--- src/rtl/core/gamepad_input_conditioner_unit_assert.svh ---
// Assertion macros for the gamepad input conditioner.
// Expects clk and arst_n in the scope where a macro is used.
`ifndef GAMEPAD_INPUT_CONDITIONER_UNIT_ASSERT_SVH
`define GAMEPAD_INPUT_CONDITIONER_UNIT_ASSERT_SVH

// Same-cycle implication.
`define GICU_ASSERT_NOW(label, ante, cons, msg) \
	label: assert property (@(posedge clk) disable iff (!arst_n) (ante) |-> (cons)) \
		else $error(msg);

// Next-cycle implication.
`define GICU_ASSERT_NEXT(label, ante, cons, msg) \
	label: assert property (@(posedge clk) disable iff (!arst_n) (ante) |=> (cons)) \
		else $error(msg);

`endif

--- src/rtl/core/gicu_pkg.sv ---
// Types and constants for the gamepad input conditioner.
// No dependencies.
package gicu_pkg;

	localparam int TimeW = 32;
	localparam int LevelW = 8;
	localparam int SampleW = 12;
	localparam int Q15W = 15;
	localparam int AxisW = 16;
	localparam int CfgIdxW = 3;
	localparam int CfgDataW = 32;

	localparam logic [Q15W-1:0] Q15Max = 15'd32767;

	localparam logic [TimeW-1:0] DebounceRst = 32'd20000;
	localparam logic [Q15W-1:0] DeadZoneRst = 15'd3277;
	localparam logic [SampleW-1:0] CentreRst = 12'd2048;
	localparam logic [SampleW-1:0] MinimumRst = 12'd0;
	localparam logic [SampleW-1:0] MaximumRst = 12'd4095;

	typedef struct packed {
		logic [TimeW-1:0] time_us;
		logic [LevelW-1:0] button_levels;
		logic [SampleW-1:0] x_sample;
		logic [SampleW-1:0] y_sample;
	} in_t;

	typedef struct packed {
		logic [LevelW-1:0] held_buttons;
		logic [LevelW-1:0] pressed_edges;
		logic [LevelW-1:0] released_edges;
		logic signed [AxisW-1:0] x_axis;
		logic signed [AxisW-1:0] y_axis;
	} out_t;

	typedef enum logic [CfgIdxW-1:0] {
		CFG_DEBOUNCE_US,
		CFG_DEAD_ZONE,
		CFG_X_CENTRE,
		CFG_X_MINIMUM,
		CFG_X_MAXIMUM,
		CFG_Y_CENTRE,
		CFG_Y_MINIMUM,
		CFG_Y_MAXIMUM
	} cfg_idx_t;

	typedef enum logic [2:0] {
		ST_IDLE,
		ST_BTN,
		ST_AX_SETUP,
		ST_DIV,
		ST_AX_DONE,
		ST_EMIT
	} state_t;

endpackage

--- src/rtl/core/gamepad_input_conditioner_unit.sv ---
// Gamepad input conditioner: time-based button debounce and joystick Q15 scaling.
// Depends on gicu_pkg and gamepad_input_conditioner_unit_assert.svh.
// One item in flight: a new frame is accepted only once the previous result has been loaded for output.
// The sequencer steps through every button in turn, then each axis that is neither empty nor saturated
// through the shared 15-step restoring divider, and waits in emit while a waiting result is not yet taken.
// arst_n clears the sequencer, the button state and loads the register defaults.
`include "gamepad_input_conditioner_unit_assert.svh"

module gamepad_input_conditioner_unit #(
	parameter int BUTTONS = 8
) (
	input  logic clk,
	input  logic arst_n,
	input  logic in_valid,
	output logic in_ready,
	input  gicu_pkg::in_t in_data,
	output logic out_valid,
	input  logic out_ready,
	output gicu_pkg::out_t out_data,
	input  logic cfg_wen,
	input  logic [gicu_pkg::CfgIdxW-1:0] cfg_index,
	input  logic [gicu_pkg::CfgDataW-1:0] cfg_data
);

	localparam int BtnIdxW = (BUTTONS > 1) ? $clog2(BUTTONS) : 1;

	// Configuration registers
	logic [gicu_pkg::TimeW-1:0] debounce_q;
	logic [gicu_pkg::Q15W-1:0] dead_zone_q;
	logic [gicu_pkg::SampleW-1:0] x_centre_q, x_minimum_q, x_maximum_q;
	logic [gicu_pkg::SampleW-1:0] y_centre_q, y_minimum_q, y_maximum_q;

	always_ff @(posedge clk or negedge arst_n) begin
		if (!arst_n) begin
			debounce_q <= gicu_pkg::DebounceRst;
			dead_zone_q <= gicu_pkg::DeadZoneRst;
			x_centre_q <= gicu_pkg::CentreRst;
			x_minimum_q <= gicu_pkg::MinimumRst;
			x_maximum_q <= gicu_pkg::MaximumRst;
			y_centre_q <= gicu_pkg::CentreRst;
			y_minimum_q <= gicu_pkg::MinimumRst;
			y_maximum_q <= gicu_pkg::MaximumRst;
		end else if (cfg_wen) begin
			unique case (gicu_pkg::cfg_idx_t'(cfg_index))
				gicu_pkg::CFG_DEBOUNCE_US: debounce_q <= cfg_data;
				gicu_pkg::CFG_DEAD_ZONE:   dead_zone_q <= cfg_data[gicu_pkg::Q15W-1:0];
				gicu_pkg::CFG_X_CENTRE:    x_centre_q <= cfg_data[gicu_pkg::SampleW-1:0];
				gicu_pkg::CFG_X_MINIMUM:   x_minimum_q <= cfg_data[gicu_pkg::SampleW-1:0];
				gicu_pkg::CFG_X_MAXIMUM:   x_maximum_q <= cfg_data[gicu_pkg::SampleW-1:0];
				gicu_pkg::CFG_Y_CENTRE:    y_centre_q <= cfg_data[gicu_pkg::SampleW-1:0];
				gicu_pkg::CFG_Y_MINIMUM:   y_minimum_q <= cfg_data[gicu_pkg::SampleW-1:0];
				gicu_pkg::CFG_Y_MAXIMUM:   y_maximum_q <= cfg_data[gicu_pkg::SampleW-1:0];
				default: ;
			endcase
		end
	end

	// Sequencer and datapath registers
	gicu_pkg::state_t state_q, state_d;
	logic [gicu_pkg::TimeW-1:0] time_q;
	logic [gicu_pkg::LevelW-1:0] levels_q;
	logic [gicu_pkg::SampleW-1:0] xs_q, ys_q;
	logic [BtnIdxW-1:0] btn_idx_q;
	logic ax_q;
	logic neg_q;
	logic [gicu_pkg::SampleW-1:0] rem_q, range_q;
	logic [gicu_pkg::Q15W-1:0] num_lo_q, quo_q;
	logic [3:0] cnt_q;
	logic signed [gicu_pkg::AxisW-1:0] x_axis_q, y_axis_q;
	logic out_valid_q;
	gicu_pkg::out_t out_q;

	logic [BUTTONS-1:0] last_level_q, stable_level_q, previous_level_q;
	logic [gicu_pkg::TimeW-1:0] change_time_q [BUTTONS];

	logic in_fire, btn_last, emit_go;
	assign in_ready = (state_q == gicu_pkg::ST_IDLE);
	assign in_fire = in_valid && in_ready;
	assign btn_last = (btn_idx_q == BtnIdxW'(BUTTONS - 1));
	assign emit_go = !out_valid_q || out_ready;

	// Buttons above the input width always read released
	logic [BUTTONS-1:0] lvl_vec;
	for (genvar g = 0; g < BUTTONS; g++) begin : g_lvl
		if (g < gicu_pkg::LevelW) begin : g_in
			assign lvl_vec[g] = levels_q[g];
		end else begin : g_zero
			assign lvl_vec[g] = 1'b0;
		end
	end

	logic cur_lvl;
	logic [gicu_pkg::TimeW-1:0] elapsed;
	assign cur_lvl = lvl_vec[btn_idx_q];
	assign elapsed = time_q - change_time_q[btn_idx_q];

	// Axis setup: pick the side of the centre and its range
	logic [gicu_pkg::SampleW-1:0] smp, ctr, amin, amax, diff, rng;
	logic pos, empty, sat;
	logic [gicu_pkg::SampleW+gicu_pkg::Q15W-1:0] num;
	always_comb begin
		smp = ax_q ? ys_q : xs_q;
		ctr = ax_q ? y_centre_q : x_centre_q;
		amin = ax_q ? y_minimum_q : x_minimum_q;
		amax = ax_q ? y_maximum_q : x_maximum_q;
		pos = (smp >= ctr);
		empty = pos ? (amax <= ctr) : (ctr <= amin);
		diff = pos ? (smp - ctr) : (ctr - smp);
		rng = pos ? (amax - ctr) : (ctr - amin);
		// a deflection at or past the range end scales to full scale or more
		sat = (diff >= rng);
		// diff * 32767
		num = {diff, {gicu_pkg::Q15W{1'b0}}} - {{gicu_pkg::Q15W{1'b0}}, diff};
	end

	// Divider step
	logic [gicu_pkg::SampleW:0] trial;
	logic fits;
	assign trial = {rem_q, num_lo_q[gicu_pkg::Q15W-1]};
	assign fits = (trial >= {1'b0, range_q});

	// Final axis value
	logic signed [gicu_pkg::AxisW-1:0] ax_val;
	always_comb begin
		if (quo_q < dead_zone_q) begin
			ax_val = '0;
		end else if (neg_q) begin
			ax_val = gicu_pkg::AxisW'(0) - {1'b0, quo_q};
		end else begin
			ax_val = {1'b0, quo_q};
		end
	end

	always_ff @(posedge clk or negedge arst_n) begin
		if (!arst_n) begin
			state_q <= gicu_pkg::ST_IDLE;
		end else begin
			state_q <= state_d;
		end
	end

	always_comb begin
		state_d = state_q;
		unique case (state_q)
			gicu_pkg::ST_IDLE: begin
				if (in_fire) state_d = gicu_pkg::ST_BTN;
			end
			gicu_pkg::ST_BTN: begin
				if (btn_last) state_d = gicu_pkg::ST_AX_SETUP;
			end
			gicu_pkg::ST_AX_SETUP: begin
				state_d = (empty || sat) ? gicu_pkg::ST_AX_DONE : gicu_pkg::ST_DIV;
			end
			gicu_pkg::ST_DIV: begin
				if (cnt_q == 4'd1) state_d = gicu_pkg::ST_AX_DONE;
			end
			gicu_pkg::ST_AX_DONE: begin
				state_d = ax_q ? gicu_pkg::ST_EMIT : gicu_pkg::ST_AX_SETUP;
			end
			gicu_pkg::ST_EMIT: begin
				if (emit_go) state_d = gicu_pkg::ST_IDLE;
			end
			default: state_d = gicu_pkg::ST_IDLE;
		endcase
	end

	// Button state
	always_ff @(posedge clk or negedge arst_n) begin
		if (!arst_n) begin
			last_level_q <= '0;
			stable_level_q <= '0;
			previous_level_q <= '0;
			for (int i = 0; i < BUTTONS; i++) change_time_q[i] <= '0;
		end else if (state_q == gicu_pkg::ST_BTN) begin
			if (cur_lvl != last_level_q[btn_idx_q]) begin
				last_level_q[btn_idx_q] <= cur_lvl;
				change_time_q[btn_idx_q] <= time_q;
			end else if (elapsed >= debounce_q) begin
				previous_level_q[btn_idx_q] <= stable_level_q[btn_idx_q];
				stable_level_q[btn_idx_q] <= cur_lvl;
			end
		end
	end

	// Control counters
	always_ff @(posedge clk or negedge arst_n) begin
		if (!arst_n) begin
			btn_idx_q <= '0;
			ax_q <= 1'b0;
			cnt_q <= '0;
		end else begin
			unique case (state_q)
				gicu_pkg::ST_IDLE: begin
					btn_idx_q <= '0;
					ax_q <= 1'b0;
				end
				gicu_pkg::ST_BTN: begin
					if (!btn_last) btn_idx_q <= btn_idx_q + 1'b1;
				end
				gicu_pkg::ST_AX_SETUP: cnt_q <= 4'(gicu_pkg::Q15W);
				gicu_pkg::ST_DIV: cnt_q <= cnt_q - 1'b1;
				gicu_pkg::ST_AX_DONE: ax_q <= 1'b1;
				default: ;
			endcase
		end
	end

	// Output valid: load a beat from emit, drop it once taken
	always_ff @(posedge clk or negedge arst_n) begin
		if (!arst_n) begin
			out_valid_q <= 1'b0;
		end else if (state_q == gicu_pkg::ST_EMIT && emit_go) begin
			out_valid_q <= 1'b1;
		end else if (out_ready) begin
			out_valid_q <= 1'b0;
		end
	end

	// Button outputs sampled when the beat is loaded
	logic [gicu_pkg::LevelW-1:0] held_w, prev_w;
	for (genvar g = 0; g < gicu_pkg::LevelW; g++) begin : g_out
		if (g < BUTTONS) begin : g_btn
			assign held_w[g] = stable_level_q[g];
			assign prev_w[g] = previous_level_q[g];
		end else begin : g_none
			assign held_w[g] = 1'b0;
			assign prev_w[g] = 1'b0;
		end
	end

	// Payload registers
	always_ff @(posedge clk) begin
		if (in_fire) begin
			time_q <= in_data.time_us;
			levels_q <= in_data.button_levels;
			xs_q <= in_data.x_sample;
			ys_q <= in_data.y_sample;
		end
		unique case (state_q)
			gicu_pkg::ST_AX_SETUP: begin
				neg_q <= !pos;
				range_q <= rng;
				rem_q <= num[gicu_pkg::SampleW+gicu_pkg::Q15W-1:gicu_pkg::Q15W];
				num_lo_q <= num[gicu_pkg::Q15W-1:0];
				if (empty) begin
					quo_q <= '0;
				end else if (sat) begin
					quo_q <= gicu_pkg::Q15Max;
				end else begin
					quo_q <= '0;
				end
			end
			gicu_pkg::ST_DIV: begin
				// shift one numerator bit into the remainder, subtract if it fits
				rem_q <= fits ? gicu_pkg::SampleW'(trial - {1'b0, range_q})
				              : trial[gicu_pkg::SampleW-1:0];
				num_lo_q <= {num_lo_q[gicu_pkg::Q15W-2:0], 1'b0};
				quo_q <= {quo_q[gicu_pkg::Q15W-2:0], fits};
			end
			gicu_pkg::ST_AX_DONE: begin
				if (!ax_q) x_axis_q <= ax_val;
				else y_axis_q <= ax_val;
			end
			gicu_pkg::ST_EMIT: begin
				// hold the waiting beat until it is taken
				if (emit_go) begin
					out_q.held_buttons <= held_w;
					out_q.pressed_edges <= held_w & ~prev_w;
					out_q.released_edges <= ~held_w & prev_w;
					out_q.x_axis <= x_axis_q;
					out_q.y_axis <= y_axis_q;
				end
			end
			default: ;
		endcase
	end

	assign out_valid = out_valid_q;
	assign out_data = out_q;

	`GICU_ASSERT_NEXT(a_busy_after_accept, in_fire, !in_ready, "accepted beat did not block input")
	`GICU_ASSERT_NOW(a_beat_from_emit, $rose(out_valid_q), $past(state_q == gicu_pkg::ST_EMIT),
		"output beat loaded outside emit")
	`GICU_ASSERT_NOW(a_rem_below_range, state_q == gicu_pkg::ST_DIV, rem_q < range_q,
		"divider remainder not below divisor")

endmodule

--- config.mk ---
export PLATFORM = sky130hd
export DESIGN_NAME = gamepad_input_conditioner_unit
export DESIGN_NICKNAME = d
export VERILOG_FILES = /design/src/rtl/core/gicu_pkg.sv /design/src/rtl/core/gamepad_input_conditioner_unit.sv
export VERILOG_INCLUDE_DIRS = /design/src /design/src/rtl/core
export SDC_FILE = /design/constraint.sdc
export NUM_CORES = 1
export LEC_CHECK = 0
export BUFFER_PORTS_ARGS = -buffer_cell sky130_fd_sc_hd__buf_2
export CORE_UTILIZATION = 41
export CTS_CLUSTER_SIZE = 24
export DETAILED_ROUTE_END_ITERATION = 10
export PLACE_DENSITY = 0.65
export REMOVE_ABC_BUFFERS = 1
export SETUP_SLACK_MARGIN = 0.05
export SYNTH_ARGS = -nofsm -noshare
export SYNTH_HDL_FRONTEND = slang
export SYNTH_SLANG_ARGS = --single-unit
--- constraint.sdc ---
create_clock -name clk -period 6.5 [get_ports clk]
set_clock_uncertainty 0.05 [all_clocks]
set_input_delay 0.325 -clock clk [delete_from_list [all_inputs] [get_ports clk]]
set_output_delay 0.325 -clock clk [all_outputs]
set_load 0.005 [all_outputs]
==> flow_metrics.env, run 1 <==
export IMPL_ys_types=87
export IMPL_power_share_clock_pct=18.5
export IMPL_antenna_found_initial=1
export IMPL_comb_power_share_pct=51.3
export IMPL_ant_nets=0
export IMPL_crit_type="reg -> reg"
export IMPL_grt_overflow=0
export IMPL_root_buffer="clkbuf_16"
export IMPL_start_util_pct=41.6
export IMPL_ys_seq_area_share_pct=53.3
export IMPL_rsz0062_at_grt="true"
export IMPL_h_tree_depth=3
export IMPL_rows=100
export IMPL_clock_latency_ns=0.63
export IMPL_vdd_ir_drop_max_v=0.000334
export IMPL_grt_pass1_vias=22000
export IMPL_cts_sinks=618
export IMPL_max_freq_ghz=0.165
export IMPL_reg2regPathDepth=21
export IMPL_avgSynthCellArea_um2=12.2
export IMPL_dieHeight_um=277
export IMPL_dieArea_um2=76900
export IMPL_power_leakage_nw=15.9
export IMPL_netSwitchingFraction_pct=40.1
export IMPL_cp_start_kind="register"
export IMPL_grt_start_max_net_pins=145
export IMPL_wl_per_cell_um=20.7
export IMPL_max_slew_margin_pct=15.2
export IMPL_yosysWarnings=0
export IMPL_worstPathRequired_ns=6.95
export IMPL_p_seq_share_pct=30.2
export IMPL_power_density_nw_per_um2=572
export IMPL_post_route_min_period_ns=6.05
export IMPL_async_flop_share_pct=66.5
export IMPL_finalSetupViolations=0
export IMPL_run_status="complete, no violations"
export IMPL_end_kind="register"
export IMPL_path_clk_slew_ns=0.06
export IMPL_routed_wl_um=79800
export IMPL_holdPathEnd="out_valid$_DFFE_PN0P_"
export IMPL_min_path_cells=3
export IMPL_yosys_most_used_dff="dfrtp_1"
export IMPL_dr_total_vias=21400
export IMPL_ios=162
export IMPL_grt_use_total_pct=20.7
export IMPL_grt_pass1_wl_um=126000
export IMPL_nNetsFinal=3087
export IMPL_routabilityCongestion=0.913
export IMPL_setup_tns_final_ns=0
export IMPL_hpwl_um=54700
export IMPL_tritoncts="yes"
export IMPL_die_w_um=277
export IMPL_synth_cells=2543
export IMPL_cts_buffer_depth=3
export IMPL_io_buffers=161
export IMPL_total_power_mw=20.9
export IMPL_crit_fanout=28
export IMPL_min_period_over_period_pct=93.0
export IMPL_core_area_um2=74700
export IMPL_slew_violations=0
export IMPL_drc=0
export IMPL_synth_edf_count=207
export IMPL_arrival_ns=6.49
export IMPL_worst_pin_slew_ns=1.27
export IMPL_reg2reg_from="ax_q$_DFFE_PN0P_"
export IMPL_hold_path_startpoint="out_ready"
export IMPL_rr_endpoint="state_q[2]$_DFFE_PN0P_"
export IMPL_hold_class="in -> reg"
export IMPL_drt_pre_antenna_iters=5
export IMPL_power_switching_mw=8.37
export IMPL_reg2reg_slack_ns=0.45
export IMPL_hold_viol=0
export IMPL_drt_iter0_drc=1565
export IMPL_internal_power_mw=12.5
export IMPL_syn_area_um2=31100
export IMPL_viasPerCell=5.56
export IMPL_ys_seq_elements=618
export IMPL_area_delta_synth_final_pct=17.4
export IMPL_drive_gt1_share_pct=26.9
export IMPL_cts_made_buffers=69
export IMPL_drv_cap=0
## worst max-delay path, stage by stage (launching register included)
cell and delay (ns):
dfrtp_4 0.64, mux2i_1 0.49, inv_1 0.16, ha_1 0.55, nand4_1 0.16, nor2_2 0.19, a31oi_4 0.19, nand2_8 0.28
clkinv_1 0.32, nand2_1 0.15, nand2_1 0.11, inv_1 0.07, ha_1 0.21, a21o_1 0.15, a21o_1 0.16, a21o_1 0.17
a21o_1 0.16, a21o_1 0.17, a2111oi_0 0.42, o21ai_0 0.23, or3b_1 0.47, a311o_1 0.37
## per-layer routing
layer	part of all wire [%]	GRT usage (%)
met5	0	0
met2	48	34.6
met3	4.6	3.00
met1	45	27.6
met4	2.7	6.74
## flip-flops by register name, indices dropped and copies added (netlist names), 15 cells and up
| register | cells |
|---|---|
| change_time_q | 256 |
| out_data | 56 |
| debounce_q | 32 |
| time_q | 32 |
| x_axis_q | 16 |
| y_axis_q | 16 |
| dead_zone_q | 15 |
| num_lo_q | 15 |
| quo_q | 15 |
## Yosys cell counts, types with 5 or more instances
master | number | share of area [%]
dfrtp_1 | 373 | 30
mux2_2 | 340 | 12
edfxtp_1 | 207 | 20
ha_1 | 156 | 6.3
nand2_1 | 144 | 1.7
inv_1 | 140 | 1.7
a22oi_1 | 116 | 2.8
o21ai_0 | 112 | 1.8
nor2_1 | 103 | 1.2
a21oi_1 | 80 | 1.3
clkbuf_1 | 69 | 0.83
a21o_1 | 59 | 1.4
xnor2_1 | 54 | 1.5
mux2i_1 | 46 | 1.5
dfstp_2 | 38 | 3.2
nor2b_1 | 34 | 0.68
o21a_1 | 31 | 0.75
buf_2 | 29 | 0.47
xor2_1 | 27 | 0.76
nand3_1 | 25 | 0.40
nor3_1 | 25 | 0.40
nand4_1 | 24 | 0.48
and3_1 | 23 | 0.46
a31oi_1 | 22 | 0.44
and4_1 | 22 | 0.62
a221oi_1 | 17 | 0.48
o21bai_1 | 17 | 0.41
a211oi_1 | 16 | 0.39
buf_1 | 16 | 0.19
a22o_1 | 15 | 0.42
o31ai_1 | 15 | 0.36
nand2b_1 | 12 | 0.24
o211ai_1 | 12 | 0.29
a2bb2oi_1 | 9 | 0.25
o21ai_1 | 8 | 0.13
or2_2 | 8 | 0.16
and2_1 | 6 | 0.12
fa_1 | 6 | 0.39
a21boi_0 | 5 | 0.12
or4_1 | 5 | 0.12
## repair_timing
item / in CTS / in global routing
resized for setup: 0 / 14
setup endpoints to repair: 0 / 32
hold endpoints to repair: 194 / 0
hold buffers: 92 / 0
buffers inserted: 0 / 6
## placed cells by master (no fill, tap or decap), types with 92 or more instances in the layout
cell / Yosys / routed
ha_1: 156 / 156
inv_1: 140 / 140
a22oi_1: 116 / 116
o21ai_0: 112 / 111
nor2_1: 103 / 102
dfrtp_1: 373 / 369
mux2_2: 340 / 340
edfxtp_1: 207 / 207
dlygate4sd3_1: 0 / 92
buf_2: 29 / 160
nand2_1: 144 / 144
## how the worst max path moves through the flow
| stage | start | endpoint | slack (ns) | depth (start not counted) |
|---|---|---|---|---|
| global route | btn_idx_q[2]$_DFFE_PN0P_ | held_w[7]$_DFFE_PN0P_ | -0.01 | 28 |
| global placement | ax_q$_DFFE_PN0P_ | state_q[2]$_DFFE_PN0P_ | 0.29 | 23 |
| CTS | btn_idx_q[0]$_DFFE_PN0P_ | prev_w[1]$_DFFE_PN0P_ | 0.24 | 23 |
| detailed placement | ax_q$_DFFE_PN0P_ | state_q[2]$_DFFE_PN0P_ | 0.29 | 23 |
| floorplan | btn_idx_q[0]$_DFFE_PN0P_ | prev_w[1]$_DFFE_PN0P_ | -1.25 | 22 |
| finish | ax_q$_DFFE_PN0P_ | state_q[2]$_DFFE_PN0P_ | 0.45 | 21 |
## cell families after synthesis
group,synth area share [%]
DFF,53.3
xor gates and xnor gates,2.63
muxes,14.0
and+or+nand+nor,7.58
AOI/OAI and AO/OA,12.6
adders and majority gates,6.67
buffers and inverters,3.30
## layout make-up
| type | count | area [um2] |
|---|---|---|
| Antenna cell | 3 | 7.51 |
| Clock buffer | 97 | 1980 |
| Clock inverter | 31 | 280 |
| Fill cell | 6455 | 38200 |
| Inverter | 141 | 529 |
| Multi-Input combinational cell | 1667 | 13600 |
| Sequential cell | 618 | 16600 |
| Tap cell | 969 | 1210 |
| Timing Repair Buffer | 324 | 2330 |
## power groups by stage
stage | Sequential, mW | Clock, mW | Combinational (mW)
after CTS | 6.28 | 3.94 | 10.6
after detailed placement | 6.35 | 0 | 10.5
after global placement | 6.29 | 0 | 10.2
final | 6.29 | 3.86 | 10.7
after global routing | 6.43 | 4.10 | 11.8
after floorplan | 6.10 | 0 | 7.71
## metrics by stage
stage / std cells / setup slack (ns) / util, % / hold WS [ns] / cell area, um2
floorplan: 2426 / -1.25 / - / -0.0206 / 30600
global placement: 3621 / 0.289 / 44.4 / 0.360 / 33200
detailed placement: 3621 / 0.291 / 44.4 / 0.355 / 33200
CTS: 3841 / 0.239 / 48.7 / 0.0150 / 36400
global route: 3847 / -0.0141 / 48.8 / 0.0479 / 36500
finish: 3850 / 0.455 / 48.8 / 0.0197 / 36500
No activity file was read; power rests on OpenSTA's default activity.
==> inputs of run 2 (changes only) <==
--- a/config.mk
+++ b/config.mk
@@ -8,8 +8,10 @@
 export LEC_CHECK = 0
 export BUFFER_PORTS_ARGS = -buffer_cell sky130_fd_sc_hd__buf_2
 export CORE_UTILIZATION = 41
+export CTS_BUF_LIST = sky130_fd_sc_hd__clkbuf_4 sky130_fd_sc_hd__clkbuf_8
 export CTS_CLUSTER_SIZE = 24
 export DETAILED_ROUTE_END_ITERATION = 10
+export HOLD_SLACK_MARGIN = 0.06
 export PLACE_DENSITY = 0.65
 export REMOVE_ABC_BUFFERS = 1
 export SETUP_SLACK_MARGIN = 0.05
==> run 2 against run 1 <==
Net effect: via count up 0.86%; fmax down 0.11%; sequential share of layout area down 0.12 points; routed wire length about the same; register-to-register slack about the same; utilization up 0.13 points; critical path depth down 2; clock power down 4%; setup slack worse by 0.0069 ns; power down 0.72%; critical endpoint unchanged; highest routed layer unchanged.
==> flow_metrics.env, run 2 (synthesis results as in run 1) <==
export IMPL_run_status="complete, no violations"
export IMPL_drt_pre_antenna_iters=5
export IMPL_p_seq_share_pct=30.4
export IMPL_io_buffers=161
export IMPL_drive_gt1_share_pct=28.9
export IMPL_worstPathCellList="mux2i_1 -> inv_1 -> ha_1 -> nand4_1 -> nor2_2 -> a31oi_4 -> nand2_8 -> mux2i_1 -> ha_1 -> nand2b_1 -> a21o_1 -> a21o_1 -> a21o_1 -> a21o_1 -> a21o_1 -> a2111oi_0 -> o21ai_0 -> or3b_1 -> a311o_1"
export IMPL_crit_fanout=28
export IMPL_path_clk_slew_ns=0.06
export IMPL_vdd_ir_drop_max_v=0.000237
export IMPL_min_period_over_period_pct=93.1
export IMPL_cp_slowest_stage_delay_ns=0.64
export IMPL_nNetsFinal=3129
export IMPL_power_density_nw_per_um2=566
export IMPL_viasPerCell=5.51
export IMPL_root_buffer="clkbuf_8"
export IMPL_arrival_ns=6.59
export IMPL_power_switching_mw=8.34
export IMPL_pre_cts_slack_ns=0.291
export IMPL_cp_slowest_cell="dfrtp_4"
export IMPL_worst_slack_ns=0.448
export IMPL_worstPathRequired_ns=7.04
export IMPL_routed_wl_um=79900
export IMPL_drv_cap=0
export IMPL_power_share_clock_pct=17.9
export IMPL_grt_pass1_wl_um=126000
export IMPL_antenna_found_initial=2
export IMPL_ios=162
export IMPL_max_freq_ghz=0.165
export IMPL_core_area_um2=74700
export IMPL_rows=100
export IMPL_grt_overflow=0
export IMPL_finalSetupViolations=0
export IMPL_hold_viol=0
export IMPL_end_kind="register"
export IMPL_drc=0
export IMPL_crit_type="reg -> reg"
export IMPL_grt_pass1_vias=22300
export IMPL_grt_use_total_pct=20.7
export IMPL_post_route_min_period_ns=6.05
export IMPL_dieArea_um2=76900
export IMPL_total_power_mw=20.7
export IMPL_h_tree_depth=3
export IMPL_cts_made_buffers=103
export IMPL_largest_reg_flops=256
export IMPL_dieHeight_um=277
export IMPL_slew_violations=0
export IMPL_layout_common_cells="369 x dfrtp_1, 340 x mux2_2, 207 x edfxtp_1, 160 x buf_2, 156 x ha_1"
export IMPL_cts_sinks=618
export IMPL_comb_power_share_pct=51.7
export IMPL_power_leakage_nw=16.0
export IMPL_max_slew_margin_pct=17.5
export IMPL_layout_commonest_cell="dfrtp_1"
export IMPL_cpMostUsedCell="a21o_1"
export IMPL_hold_class="in -> reg"
export IMPL_cts_buffer_depth=3
export IMPL_grt_start_max_net_pins=145
export IMPL_fin_util_pct=48.9
export IMPL_ant_nets=0
export IMPL_rsz0062_at_grt="false"
export IMPL_area_delta_synth_final_pct=17.7
export IMPL_worst_pin_slew_ns=1.23
export IMPL_tritoncts="yes"
export IMPL_routabilityCongestion=0.913
export IMPL_top_register="change_time_q"
export IMPL_clock_latency_ns=0.72
export IMPL_netSwitchingFraction_pct=40.3
export IMPL_drt_iter0_drc=1528
export IMPL_dr_total_vias=21600
export IMPL_cp_start_kind="register"
export IMPL_internal_power_mw=12.4
export IMPL_start_util_pct=41.6
export IMPL_die_w_um=277
export IMPL_hpwl_um=54700
export IMPL_wl_per_cell_um=20.4
-- run 2: layout make-up --
type	instances	area, um2
Antenna cell	2	5.00
Clock buffer	158	1960
Clock inverter	36	313
Fill cell	6501	38100
Inverter	141	529
Multi-Input combinational cell	1667	13600
Sequential cell	618	16600
Tap cell	969	1210
Timing Repair Buffer	332	2400
-- run 2: per-layer routing --
metal | wire length [um] | GRT usage (%) | vias to the layer above
met3 | 3650 | 3.16 | 140
met5 | 0 | 0 | -
met4 | 2230 | 7.56 | 0
met1 | 35400 | 27.2 | 10900
li1 | - | - | 10000
met2 | 38600 | 34.3 | 590
-- run 2: worst paths after layout --
kind,depth (start not counted),to,start,slack (ns)
min in group asynchronous,2,out_valid$_DFFE_PN0P_,arst_n,0.27
min reg2reg,0,out_data[25]$_DFFE_PP_,x_axis_q[9]$_DFFE_PP_,0.37
max reg2reg,19,state_q[2]$_DFFE_PN0P_,ax_q$_DFFE_PN0P_,0.45
min,5,dead_zone_q[11]$_DFFE_PN1P_,cfg_index[1],0.17
max in group asynchronous,3,change_time_q[245]$_DFFE_PN0P_,arst_n,4.58
max,19,state_q[2]$_DFFE_PN0P_,ax_q$_DFFE_PN0P_,0.45
-- run 2: power by group through the flow --
| stage | sequential, mW | clock [mW] | combinational [mW] |
|---|---|---|---|
| 5_1_grt | 6.43 | 3.96 | 11.8 |
| 4_1_cts | 6.28 | 3.78 | 10.6 |
| 6_report | 6.30 | 3.70 | 10.7 |
| 3_3_place_gp | 6.29 | 0 | 10.2 |
| 3_5_place_dp | 6.35 | 0 | 10.5 |
| 2_1_floorplan | 6.10 | 0 | 7.71 |
-- run 2: per-stage QoR --
step	area (um2)	hold slack [ns]	instances	TNS, ns
2_1_floorplan	30600	-0.0206	2426	-18.36
5_1_grt	36600	0.173	3923	0
6_report	36600	0.173	3923	0
3_3_place_gp	33200	0.360	3621	0
3_5_place_dp	33200	0.355	3621	0
4_1_cts	36500	0.117	3913	0
-- run 2: timing repair --
item,in CTS,in global routing
resized for setup,0,15
endpoints found under the hold margin,281,0
buffers inserted,0,8
setup endpoints to repair,0,32
hold buffers,98,0
-- run 2: critical path: cells and delay by family (launching register included) --
| family | cells | cell delay (ns) |
|---|---|---|
| AO/OA/AOI/OAI | 9 | 2.04 |
| multiplexers | 2 | 0.91 |
| adder cells (fa/ha/maj) | 2 | 0.86 |
| buffers and inverters | 1 | 0.16 |
| AND/OR/NAND/NOR | 5 | 1.24 |
| flip-flops | 1 | 0.64 |
==> inputs of run 3 (changes only) <==
==> constraint.sdc (replaced) <==
create_clock -name clk -period 6.5 [get_ports clk]
set_clock_uncertainty 0.05 [all_clocks]
set_input_delay 0.65 -clock clk [delete_from_list [all_inputs] [get_ports clk]]
set_output_delay 0.65 -clock clk [all_outputs]
set_load 0.005 [all_outputs]
==> run 3 against run 2 <==
Net effect: sequential cell count did not move; setup slack improved by 0.0033 ns; routed wire length fell by 0.19%; count of clock-buffer cells in the layout did not move; design area fell by 0.61%; via count fell by 0.52%; non-clock buffer count fell by 23; die area did not move.
==> flow_metrics.env, run 3 (synthesis results as in run 1) <==
export IMPL_run_status="complete, no violations"
export IMPL_worst_pin_slew_ns=1.23
export IMPL_die_w_um=277
export IMPL_max_freq_ghz=0.165
export IMPL_grt_pass1_wl_um=125000
export IMPL_fin_hold_ws_ns=0.106
export IMPL_grt_overflow=0
export IMPL_critPathCapture="state_q[2]$_DFFE_PN0P_"
export IMPL_tritoncts="yes"
export IMPL_power_leakage_nw=15.9
export IMPL_viasPerCell=5.51
export IMPL_cp_start_kind="register"
export IMPL_max_slew_margin_pct=17.7
export IMPL_dr_total_vias=21500
export IMPL_post_route_min_period_ns=6.05
export IMPL_top_register="change_time_q"
export IMPL_fillers=6508
export IMPL_finalSetupViolations=0
export IMPL_ios=162
export IMPL_routabilityCongestion=0.913
export IMPL_cts_buffer_depth=3
export IMPL_path_clk_slew_ns=0.06
export IMPL_min_period_over_period_pct=93.1
export IMPL_dieArea_um2=76900
export IMPL_ant_nets=0
export IMPL_crit_fanout=28
export IMPL_cts_sinks=618
export IMPL_worst_slack_ns=0.451
export IMPL_reg2reg_slack_ns=0.45
export IMPL_hold_viol=0
export IMPL_largest_reg_flops=256
export IMPL_grt_start_max_net_pins=145
export IMPL_io_buffers=161
export IMPL_crit_type="reg -> reg"
export IMPL_crit_start="ax_q$_DFFE_PN0P_"
export IMPL_core_area_um2=74700
export IMPL_area_delta_synth_final_pct=17.0
export IMPL_dieHeight_um=277
export IMPL_total_power_mw=20.7
export IMPL_cts_made_buffers=103
export IMPL_nNetsFinal=3106
export IMPL_hpwl_um=54700
export IMPL_drt_iter0_drc=1485
export IMPL_pre_cts_slack_ns=0.291
export IMPL_hold_class="in -> reg"
export IMPL_drc=0
export IMPL_drv_cap=0
export IMPL_drive_gt1_share_pct=29.2
export IMPL_wl_per_cell_um=20.4
export IMPL_root_buffer="clkbuf_8"
export IMPL_rows=100
export IMPL_reg2reg_from="ax_q$_DFFE_PN0P_"
export IMPL_multi_input_area_um2=13600
export IMPL_arrival_ns=6.59
export IMPL_worstPathRequired_ns=7.04
export IMPL_register_area_um2=16600
export IMPL_vdd_ir_drop_max_v=0.000232
export IMPL_grt_pass1_vias=22100
export IMPL_layout_common_cells="369 x dfrtp_1, 340 x mux2_2, 207 x edfxtp_1, 160 x buf_2, 156 x ha_1"
export IMPL_grt_use_total_pct=20.6
export IMPL_slew_violations=0
export IMPL_end_kind="register"
export IMPL_antenna_found_initial=2
export IMPL_layout_commonest_cell="dfrtp_1"
export IMPL_clock_latency_ns=0.72
export IMPL_start_util_pct=41.6
export IMPL_reg2regPathDepth=19
export IMPL_setup_tns_final_ns=0
export IMPL_rr_endpoint="state_q[2]$_DFFE_PN0P_"
export IMPL_power_density_nw_per_um2=569
export IMPL_rsz0062_at_grt="false"
export IMPL_routed_wl_um=79700
export IMPL_h_tree_depth=3
export IMPL_drt_pre_antenna_iters=8
==> run 3: final cells by class <==
class,count,share of cell area (%)
tap,969,3.34
antenna,5,0.0344
sequential,618,45.6
multi-input combinational,1667,37.4
timing repair buffer,309,5.98
inverter,141,1.46
clock inverter,36,0.861
clock buffer,158,5.40
==> run 3: power by group <==
| part | total, mW | internal [mW] | switching, mW |
|---|---|---|---|
| combinational | 10.7 | 4.73 | 5.96 |
| clock | 3.71 | 2.09 | 1.61 |
| sequential | 6.30 | 5.53 | 0.762 |
| total | 20.7 | 12.4 | 8.34 |
==> run 3: worst max-delay path: stages (launching register included) <==
cell and delay (ns):
dfrtp_4 0.64, mux2i_1 0.50, inv_1 0.16, ha_1 0.55
nand4_1 0.16, nor2_2 0.19, a31oi_4 0.18, nand2_8 0.28
mux2i_1 0.41, ha_1 0.30, nand2b_1 0.14, a21o_1 0.17
a21o_1 0.16, a21o_1 0.17, a21o_1 0.16, a21o_1 0.17
a2111oi_0 0.42, o21ai_0 0.23, or3b_1 0.47, a311o_1 0.37
==> run 3: worst min-delay path by stage <==
| stage | start | to | slack, ns | depth (start not counted) |
|---|---|---|---|---|
| final | cfg_data[29] | debounce_q[29]$_DFFE_PN0P_ | 0.11 | 3 |
| after global routing | in_data[33] | time_q[1]$_DFFE_PP_ | 0.08 | 1 |
| after CTS | cfg_data[29] | debounce_q[29]$_DFFE_PN0P_ | 0.06 | 3 |
| after detailed placement | y_axis_q[14]$_DFFE_PP_ | out_data[14]$_DFFE_PP_ | 0.35 | 0 |
| after global placement | x_axis_q[15]$_DFFE_PP_ | out_data[31]$_DFFE_PP_ | 0.36 | 0 |
| after floorplan | arst_n | ax_q$_DFFE_PN0P_ | 0.30 | 0 |
==> run 3: timing repair <==
item,CTS,global route
endpoints found under the setup margin,0,32
setup buffers,0,8
hold buffers,75,0
hold endpoints to repair,171,0
resized for setup,0,15
==> run 3: per-stage QoR <==
stage / area, um2 / instances / utilization [%]
global placement: 33200 / 3621 / 44.4
finish: 36300 / 3903 / 48.7
detailed placement: 33200 / 3621 / 44.4
CTS: 36200 / 3890 / 48.5
global route: 36300 / 3900 / 48.6
floorplan: 30600 / 2426 / -
==> run 3: metal layers <==
layer  GRT usage (%)  vias to the layer above  part of all wire, %
li1                -                     9975                    -
met1            27.2                    10800                   44
met2            34.2                      573                   48
met3            3.19                      142                  4.6
met4            7.56                        0                  2.8
met5               0                        -                    0
